### config.mk
export PLATFORM = sky130hd
export DESIGN_NAME = f3_coefficient_embedder_top_flat
export DESIGN_NICKNAME = d
export VERILOG_FILES = /design/src/rtl/core/f3ce_pkg.sv /design/src/rtl/core/f3ce_stream_if.sv /design/src/rtl/core/f3_coefficient_embedder_top.sv /design/src/rtl/core/f3ce_cfg_regs.sv /design/src/rtl/core/f3ce_embed_core.sv /design/src/flat_wrapper.sv
export VERILOG_INCLUDE_DIRS = /design/src /design/src/rtl/core
export SDC_FILE = /design/constraint.sdc
export NUM_CORES = 1
export LEC_CHECK = 0
export BUFFER_PORTS_ARGS = -buffer_cell sky130_fd_sc_hd__buf_4
export CORE_UTILIZATION = 52
export DETAILED_ROUTE_END_ITERATION = 8
export PLACE_DENSITY = 0.73
export SLEW_MARGIN = 20
export SYNTH_ARGS = -nofsm -noshare
export SYNTH_HDL_FRONTEND = slang
export SYNTH_HIERARCHICAL = 1
export SYNTH_SLANG_ARGS = --single-unit
### constraint.sdc
create_clock -name clk -period 5.87 [get_ports clk]
set_input_delay 1.174 -clock clk [delete_from_list [all_inputs] [get_ports clk]]
set_output_delay 1.174 -clock clk [all_outputs]
set_load 0.1 [all_outputs]
### src/rtl/core/assert_macros.svh
// ----------------------------------------------------------------------------
// assertion macros
// concurrent checks that compile away when ASSERT_OFF is defined
// ----------------------------------------------------------------------------
`ifndef ASSERT_MACROS_SVH
`define ASSERT_MACROS_SVH

`ifndef ASSERT_OFF
`define ASSERT_ALWAYS(lbl, clk, rst, cond) \
  lbl: assert property (@(posedge clk) disable iff (rst) (cond)) \
    else $error("assertion failed");
`define ASSERT_IMPLIES(lbl, clk, rst, ante, cons) \
  lbl: assert property (@(posedge clk) disable iff (rst) (ante) |-> (cons)) \
    else $error("assertion failed");
`define ASSERT_NEXT(lbl, clk, rst, ante, cons) \
  lbl: assert property (@(posedge clk) disable iff (rst) (ante) |=> (cons)) \
    else $error("assertion failed");
`else
`define ASSERT_ALWAYS(lbl, clk, rst, cond)
`define ASSERT_IMPLIES(lbl, clk, rst, ante, cons)
`define ASSERT_NEXT(lbl, clk, rst, ante, cons)
`endif

`endif

### src/rtl/core/f3ce_pkg.sv
// ----------------------------------------------------------------------------
// f3ce_pkg
// shared widths, register indexes and types of the f3 coefficient embedder
// ----------------------------------------------------------------------------
`default_nettype none

package f3ce_pkg;

  localparam int COEFF_W       = 12;
  localparam int MAX_MSG_BYTES = 32;
  localparam int NUM_WORDS     = 4;
  localparam int WORD_W        = 64;
  localparam int BYTE_W        = 8;
  localparam int MSG_W         = NUM_WORDS * WORD_W;
  localparam int LEN_W         = 6;
  localparam int BIT_POS_W     = 3;
  localparam int BYTE_IDX_W    = 5;
  localparam int CFG_IDX_W     = 3;

  typedef enum logic [CFG_IDX_W-1:0] {
    REG_WORD0  = 3'd0,
    REG_WORD1  = 3'd1,
    REG_WORD2  = 3'd2,
    REG_WORD3  = 3'd3,
    REG_LENGTH = 3'd4
  } cfg_reg_t;

  // message bits and saturated length handed to the embed core
  typedef struct packed {
    logic [MSG_W-1:0] msg;
    logic [LEN_W-1:0] len;
  } cfg_t;

endpackage

`default_nettype wire

### src/rtl/core/f3ce_stream_if.sv
// ----------------------------------------------------------------------------
// f3ce stream interfaces
// valid/ready channels for coefficient items in and embedded results out
// ----------------------------------------------------------------------------
`default_nettype none

interface f3ce_in_if;
  logic                                 valid;
  logic                                 ready;
  logic signed [f3ce_pkg::COEFF_W-1:0]  coefficient_in;
  logic                                 start_of_image;

  modport source (output valid, output coefficient_in, output start_of_image,
                  input ready);
  modport sink   (input valid, input coefficient_in, input start_of_image,
                  output ready);
endinterface

interface f3ce_out_if;
  logic                                 valid;
  logic                                 ready;
  logic signed [f3ce_pkg::COEFF_W-1:0]  coefficient_out;
  logic                                 bit_embedded;
  logic                                 shrunk_to_zero;
  logic                                 message_done;

  modport source (output valid, output coefficient_out, output bit_embedded,
                  output shrunk_to_zero, output message_done, input ready);
  modport sink   (input valid, input coefficient_out, input bit_embedded,
                  input shrunk_to_zero, input message_done, output ready);
endinterface

`default_nettype wire

### src/rtl/core/f3_coefficient_embedder_top.sv
// ----------------------------------------------------------------------------
// f3_coefficient_embedder_top
// embeds message bits into quantized dct coefficients with the f3 rule
// ----------------------------------------------------------------------------
// coef_in carries one coefficient item per valid/ready handshake, with
// start_of_image marking the first coefficient of a new image; coef_out
// returns one result item per input item, in order.
// the message (up to 32 bytes) and its length must be written through the
// wr_en/wr_index/wr_data port while no item is in flight (not enforced by the
// block); index 0..3 are the message words, index 4 the byte count, other
// indexes are ignored. an accepted input is loaded into the input register,
// then into the result register, from which the receiver takes it;
// throughput is one item per cycle, sustained as long as the receiver takes
// results.
// when the receiver stalls, the result register holds and the input register
// fills, then coef_in.ready drops; no item is lost or repeated.
// rst (synchronous, active high) clears the config registers and the embedding
// position, empties both stages and restarts embedding at byte 0, msb first.
// ----------------------------------------------------------------------------
`default_nettype none

module f3_coefficient_embedder_top (
  input  wire logic                            clk,
  input  wire logic                            rst,
  input  wire logic                            wr_en,
  input  wire logic [f3ce_pkg::CFG_IDX_W-1:0]  wr_index,
  input  wire logic [f3ce_pkg::WORD_W-1:0]     wr_data,
  f3ce_in_if.sink                              coef_in,
  f3ce_out_if.source                           coef_out
);

  f3ce_pkg::cfg_t cfg;

  f3ce_cfg_regs u_cfg_regs (
    .clk      (clk),
    .rst      (rst),
    .wr_en    (wr_en),
    .wr_index (wr_index),
    .wr_data  (wr_data),
    .cfg      (cfg)
  );

  f3ce_embed_core u_embed_core (
    .clk      (clk),
    .rst      (rst),
    .cfg      (cfg),
    .coef_in  (coef_in),
    .coef_out (coef_out)
  );

endmodule

`default_nettype wire

### src/rtl/core/f3ce_cfg_regs.sv
// ----------------------------------------------------------------------------
// f3ce_cfg_regs
// message words and length register with write decode and length saturation
// ----------------------------------------------------------------------------
`default_nettype none

module f3ce_cfg_regs (
  input  wire logic                                  clk,
  input  wire logic                                  rst,
  input  wire logic                                  wr_en,
  input  wire logic [f3ce_pkg::CFG_IDX_W-1:0]        wr_index,
  input  wire logic [f3ce_pkg::WORD_W-1:0]           wr_data,
  output f3ce_pkg::cfg_t                             cfg
);

  logic [f3ce_pkg::WORD_W-1:0] msg_word [f3ce_pkg::NUM_WORDS];
  logic [f3ce_pkg::LEN_W-1:0]  length;
  f3ce_pkg::cfg_reg_t          wr_reg;

  assign wr_reg = f3ce_pkg::cfg_reg_t'(wr_index);

  always_ff @(posedge clk) begin
    if (rst) begin
      for (int i = 0; i < f3ce_pkg::NUM_WORDS; i++) begin
        msg_word[i] <= '0;
      end
      length <= '0;
    end else if (wr_en) begin
      unique case (wr_reg)
        f3ce_pkg::REG_WORD0:  msg_word[0] <= wr_data;
        f3ce_pkg::REG_WORD1:  msg_word[1] <= wr_data;
        f3ce_pkg::REG_WORD2:  msg_word[2] <= wr_data;
        f3ce_pkg::REG_WORD3:  msg_word[3] <= wr_data;
        f3ce_pkg::REG_LENGTH: length      <= wr_data[f3ce_pkg::LEN_W-1:0];
        default: ;
      endcase
    end
  end

  assign cfg.msg = {msg_word[3], msg_word[2], msg_word[1], msg_word[0]};

  // lengths above the message store are clamped
  assign cfg.len = (length > f3ce_pkg::LEN_W'(f3ce_pkg::MAX_MSG_BYTES))
                   ? f3ce_pkg::LEN_W'(f3ce_pkg::MAX_MSG_BYTES) : length;

endmodule

`default_nettype wire

### src/rtl/core/f3ce_embed_core.sv
// ----------------------------------------------------------------------------
// f3ce_embed_core
// input register, f3 embedding rule with bit/byte pointers, result register
// ----------------------------------------------------------------------------
`default_nettype none

`include "assert_macros.svh"

module f3ce_embed_core (
  input  wire logic      clk,
  input  wire logic      rst,
  input  wire f3ce_pkg::cfg_t cfg,
  f3ce_in_if.sink        coef_in,
  f3ce_out_if.source     coef_out
);

  localparam int CW = f3ce_pkg::COEFF_W;

  // input stage
  logic                   s1_valid;
  logic signed [CW-1:0]   s1_coef;
  logic                   s1_start;

  // embedding position
  logic [f3ce_pkg::LEN_W-1:0]     byte_pos;
  logic [f3ce_pkg::BIT_POS_W-1:0] bit_pos;
  logic                           finished;

  // result stage
  logic                   out_valid;
  logic signed [CW-1:0]   out_coef;
  logic                   out_emb;
  logic                   out_zero;
  logic                   out_done;

  logic s1_ready, s2_ready, s2_load;

  logic [f3ce_pkg::LEN_W-1:0]     byte_base, byte_inc, byte_pos_next;
  logic [f3ce_pkg::BIT_POS_W-1:0] bit_base, bit_pos_next;
  logic                           fin_pre, finished_next;
  logic                           msg_bit, nonzero, negative, mag_one, active;
  logic                           emb, zeroed;
  logic signed [CW-1:0]           coef_next;

  assign s2_ready      = !out_valid || coef_out.ready;
  assign s1_ready      = !s1_valid || s2_ready;
  assign s2_load       = s1_valid && s2_ready;
  assign coef_in.ready = s1_ready;

  always_comb begin
    byte_base = s1_start ? '0 : byte_pos;
    bit_base  = s1_start ? '0 : bit_pos;
    fin_pre   = (s1_start ? 1'b0 : finished) || (byte_base >= cfg.len);

    // bit position 0 means the byte's msb
    msg_bit  = cfg.msg[{byte_base[f3ce_pkg::BYTE_IDX_W-1:0], ~bit_base}];
    nonzero  = (s1_coef != '0);
    negative = s1_coef[CW-1];
    mag_one  = (s1_coef == CW'(1)) || (s1_coef == '1);
    active   = !fin_pre && nonzero;

    emb       = 1'b0;
    zeroed    = 1'b0;
    coef_next = s1_coef;
    if (active) begin
      if (s1_coef[0] == msg_bit) begin
        emb = 1'b1;
      end else if (mag_one) begin
        zeroed    = 1'b1;
        coef_next = '0;
      end else begin
        emb       = 1'b1;
        coef_next = negative ? s1_coef + CW'(1) : s1_coef - CW'(1);
      end
    end

    byte_inc      = byte_base + f3ce_pkg::LEN_W'(1);
    bit_pos_next  = bit_base;
    byte_pos_next = byte_base;
    finished_next = fin_pre;
    if (emb) begin
      bit_pos_next = bit_base + f3ce_pkg::BIT_POS_W'(1);
      if (bit_base == '1) begin
        byte_pos_next = byte_inc;
        finished_next = (byte_inc >= cfg.len);
      end
    end
  end

  always_ff @(posedge clk) begin
    if (rst) begin
      s1_valid  <= 1'b0;
      out_valid <= 1'b0;
      byte_pos  <= '0;
      bit_pos   <= '0;
      finished  <= 1'b0;
    end else begin
      if (s1_ready) begin
        s1_valid <= coef_in.valid;
      end
      if (s2_ready) begin
        out_valid <= s1_valid;
      end
      if (s2_load) begin
        byte_pos <= byte_pos_next;
        bit_pos  <= bit_pos_next;
        finished <= finished_next;
      end
    end
  end

  always_ff @(posedge clk) begin
    if (s1_ready && coef_in.valid) begin
      s1_coef  <= coef_in.coefficient_in;
      s1_start <= coef_in.start_of_image;
    end
    if (s2_load) begin
      out_coef <= coef_next;
      out_emb  <= emb;
      out_zero <= zeroed;
      out_done <= finished_next;
    end
  end

  assign coef_out.valid           = out_valid;
  assign coef_out.coefficient_out = out_coef;
  assign coef_out.bit_embedded    = out_emb;
  assign coef_out.shrunk_to_zero  = out_zero;
  assign coef_out.message_done    = out_done;

  `ASSERT_IMPLIES(a_emb_zero_excl, clk, rst, out_valid, !(out_emb && out_zero))
  `ASSERT_IMPLIES(a_zeroed_is_zero, clk, rst, out_valid && out_zero, out_coef == '0)
  `ASSERT_NEXT(a_idle_passes, clk, rst, s2_load && !emb && !zeroed,
               out_coef == $past(s1_coef))
  `ASSERT_NEXT(a_finished_sticks, clk, rst, s2_load && finished && !s1_start,
               finished && out_done)

endmodule

`default_nettype wire
### src/flat_wrapper.sv
// flat-port wrapper written by rule: the top's interface ports become plain ports
module f3_coefficient_embedder_top_flat 
  (clk, rst, wr_en, wr_index, wr_data, coef_in_valid, coef_in_coefficient_in, coef_in_start_of_image, coef_in_ready, coef_out_valid, coef_out_coefficient_out, coef_out_bit_embedded, coef_out_shrunk_to_zero, coef_out_message_done, coef_out_ready);
  f3ce_in_if coef_in_i ();
  f3ce_out_if coef_out_i ();
  input  wire logic clk;
  input  wire logic rst;
  input  wire logic wr_en;
  input  wire logic [f3ce_pkg::CFG_IDX_W-1:0] wr_index;
  input  wire logic [f3ce_pkg::WORD_W-1:0] wr_data;
  input wire logic [$bits(coef_in_i.valid)-1:0] coef_in_valid;
  input wire logic [$bits(coef_in_i.coefficient_in)-1:0] coef_in_coefficient_in;
  input wire logic [$bits(coef_in_i.start_of_image)-1:0] coef_in_start_of_image;
  output wire logic [$bits(coef_in_i.ready)-1:0] coef_in_ready;
  output wire logic [$bits(coef_out_i.valid)-1:0] coef_out_valid;
  output wire logic [$bits(coef_out_i.coefficient_out)-1:0] coef_out_coefficient_out;
  output wire logic [$bits(coef_out_i.bit_embedded)-1:0] coef_out_bit_embedded;
  output wire logic [$bits(coef_out_i.shrunk_to_zero)-1:0] coef_out_shrunk_to_zero;
  output wire logic [$bits(coef_out_i.message_done)-1:0] coef_out_message_done;
  input wire logic [$bits(coef_out_i.ready)-1:0] coef_out_ready;
  assign coef_in_i.valid = coef_in_valid;
  assign coef_in_i.coefficient_in = coef_in_coefficient_in;
  assign coef_in_i.start_of_image = coef_in_start_of_image;
  assign coef_in_ready = coef_in_i.ready;
  assign coef_out_valid = coef_out_i.valid;
  assign coef_out_coefficient_out = coef_out_i.coefficient_out;
  assign coef_out_bit_embedded = coef_out_i.bit_embedded;
  assign coef_out_shrunk_to_zero = coef_out_i.shrunk_to_zero;
  assign coef_out_message_done = coef_out_i.message_done;
  assign coef_out_i.ready = coef_out_ready;
  f3_coefficient_embedder_top u_core (.clk(clk), .rst(rst), .wr_en(wr_en), .wr_index(wr_index), .wr_data(wr_data), .coef_in(coef_in_i), .coef_out(coef_out_i));
endmodule
==> impl_metrics.ini <==
[grt]
grt_max_degree = 128
grt_usage = 0.247
grt_overflow = 0
grt_util_met1 = 0.328
antenna_found_initial = 0
grt-busiest-layer = met2
use_met2 = 0.405
use_met3 = 0.0537
grt_pass1_wl_um = 62200
grt_pass1_vias = 10778

[synth]
synth.top_cells.by_count = edfxtp_1 (284), nor3_2 (240), inv_1 (82), mux2i_1 (65), nand2_1 (55)
synth_top_cell_area_share = 0.519
synth_xor_area_frac = 0.00373
synthesis.nets = 1378
synth.avg_cell_area_um2 = 12.9
synth-simple-area-share = 0.215
synth_area_um2 = 16400
synth_warnings = 6
synthArstFlopShare = 0
syn-instance-count = 1275
synth_most_common_cell = edfxtp_1
synth_top_area_cell = edfxtp_1
synthAdderAreaFrac = 0.0137
synth_edf_count = 284
synth_compound_area_frac = 0.0942
yosys_register_bits = 302
synth_flop_cell = edfxtp_1
yosys-top-cells-area = edfxtp_1 (52%), nor3_2 (15%), mux2i_1 (4.0%)
ys_types = 87
seq_area_frac_synth = 0.541
synth.area.mux_share = 0.0641
synth_top_family_by_area = simple AND/OR/NAND/NOR gates

[place]
port_buffers = 101
gp_congestion = 0.918
dp_hpwl_um = 25000

[worst_setup_path]
critPathArrivalTime_ns = 4.93
cp.required_ns = 6.20
cp_max_fo = 43
worst-setup-path-type = reg -> reg
worst_r2r_path_depth = 11
crit_path_start_kind = register
end_kind = register
r2r_setup_slack_ns = 1.27

[timing]
period_share = 0.783
hold_violations = 0
setup-tns-final_ns = 0
drv_slew = 0
skew_ns = 0.0123
min_period_ns = 4.60
max_freq_ghz = 0.217
setup_viol = 0
tightest_slew_ns = 0.994
rsz0062_at_grt = no
slew_headroom = 0.338

[layout]
multi_input_area_um2 = 6500
regArea_um2 = 8900
diodes = 0
drive_gt1_frac = 0.342
nets = 1430
nFillCells = 2450
area_delta_synth_final_pct = 11.3
postLayoutCoreUtil = 0.593

[status]
status = complete, but fails checks
violations = design-rule violations

[pwr]
total_power_mw = 5.11
leakagePower_nw = 5.92
power_density_nw_per_um2 = 280
ir_worst_vdd_v = 0.000160

[clock_tree]
clockRootBuffer = clkbuf_16
ctsHoldBuffers = 0
cts_resized = 0
cts_sinks = 302
cts-buffers-inserted = 34
path_clk_slew_ns = 0.06
htreeDepth = 2
post_cts_buffers = 0
cts_tree = yes
clk_latency_ns = 0.51
clockBufferDepth = 3

[drt]
viasPerCell = 6.22
firstDrtPassIters = 9
drt_iter0_drc = 1158
vias = 10875
antenna_left = 0
drc = 8
routedWlPerCell_um = 22.8
routed_wl_um = 39900

[floorplan]
initial_core_util = 0.533
die_y_um = 180
dieArea_um2 = 32300
io_pins = 102
row_count = 64
fp.dieW_um = 180
core_area_um2 = 30800

[worst_hold_path]
hold_depth = 2
hold_class = reg -> reg

[run]
drv_cap = 0
## cell families after synthesis
family,after synthesis
multiplexers,89
buffers and inverters,196
adder cells (fa/ha/maj),18
XOR/XNOR,7
AO/OA/AOI/OAI,209
AND/OR/NAND/NOR,454
flip-flops,302
## per-layer routing
layer,vias up,routed length (um)
met3,81,3400
li1,4924,-
met2,494,19200
met4,0,977
met5,-,0
met1,5376,16300
## final timing paths
path / to / start
worst max-delay path: u_core/u_embed_core/coef_out.coefficient_out[9]$_DFFE_PP_ / u_core/u_embed_core/bit_pos[2]$_SDFFE_PP0P_
worst min-delay path: u_core/u_cfg_regs/length[4]$_SDFFE_PP0P_ / u_core/u_cfg_regs/length[4]$_SDFFE_PP0P_
worst max register to register: u_core/u_embed_core/coef_out.coefficient_out[9]$_DFFE_PP_ / u_core/u_embed_core/bit_pos[2]$_SDFFE_PP0P_
worst min register to register: u_core/u_cfg_regs/length[4]$_SDFFE_PP0P_ / u_core/u_cfg_regs/length[4]$_SDFFE_PP0P_
## worst max-delay path, cell delays in order (launching register included)
cell	delay (ns)
dfxtp_4	0.74
nand2b_1	0.48
inv_1	0.75
mux2_2	0.29
a221oi_1	0.07
a311o_1	0.39
o211a_1	0.27
o31ai_2	0.36
and3_4	0.26
o21ai_4	0.11
or2_1	0.38
o31ai_1	0.28
## where the power goes
| group | internal [mW] | total, mW | switching, mW |
|---|---|---|---|
| combinational | 0.141 | 0.465 | 0.325 |
| clock | 1.26 | 2.10 | 0.836 |
| sequential | 2.49 | 2.55 | 0.0551 |
| total | 3.90 | 5.11 | 1.22 |
## cell usage in the layout, fill, tap and decap left out, types with 6 or more instances in the layout
master,Yosys,layout
edfxtp_1,284,284
nor3_2,240,240
buf_4,7,119
inv_1,82,82
mux2i_1,65,65
nand2_1,55,54
clkbuf_16,0,37
nor2_1,36,36
a21oi_1,34,34
o21ai_0,30,30
nand2b_1,30,28
nor3_1,24,24
a22oi_1,18,18
a221oi_1,18,18
ha_1,18,18
dfxtp_1,18,16
o211ai_1,15,15
nor2b_1,14,14
nand3_1,13,13
mux2_2,13,13
clkbuf_1,21,10
a211oi_1,8,8
o31ai_1,7,7
clkinv_1,3,6
nand4_1,6,6
## registers in the layout, indices dropped and copies added, names as in the netlist
register and cells:
u_core/u_cfg_regs/length 6, u_core/u_cfg_regs/msg_word 256, u_core/u_embed_core/bit_pos 3, u_core/u_embed_core/byte_pos 6, u_core/u_embed_core/coef_out.bit_embedded 1, u_core/u_embed_core/coef_out.coefficient_out 12, u_core/u_embed_core/coef_out.message_done 1, u_core/u_embed_core/coef_out.shrunk_to_zero 1
u_core/u_embed_core/coef_out.valid 1, u_core/u_embed_core/finished 1, u_core/u_embed_core/s1_coef 12, u_core/u_embed_core/s1_start 1, u_core/u_embed_core/s1_valid 1
## final cells by class
cell class	count	area share
clock inverters	12	0.00609
repair buffers	123	0.0523
flip-flops and latches	302	0.487
well taps	396	0.0271
inverters	89	0.0183
clock buffers	49	0.0542
multi-input cells	777	0.355
## per-stage QoR
stage	cells	hold slack, ns	setup WS, ns	area [um^2]
after floorplan	1275	0.444	0.575	16400
after global placement	1687	0.471	1.60	17200
after detailed placement	1687	0.473	1.41	17200
after CTS	1748	0.488	1.30	18300
after global routing	1748	0.513	1.06	18300
final	1748	0.480	1.27	18300
Power figures use the tool's default switching activity.
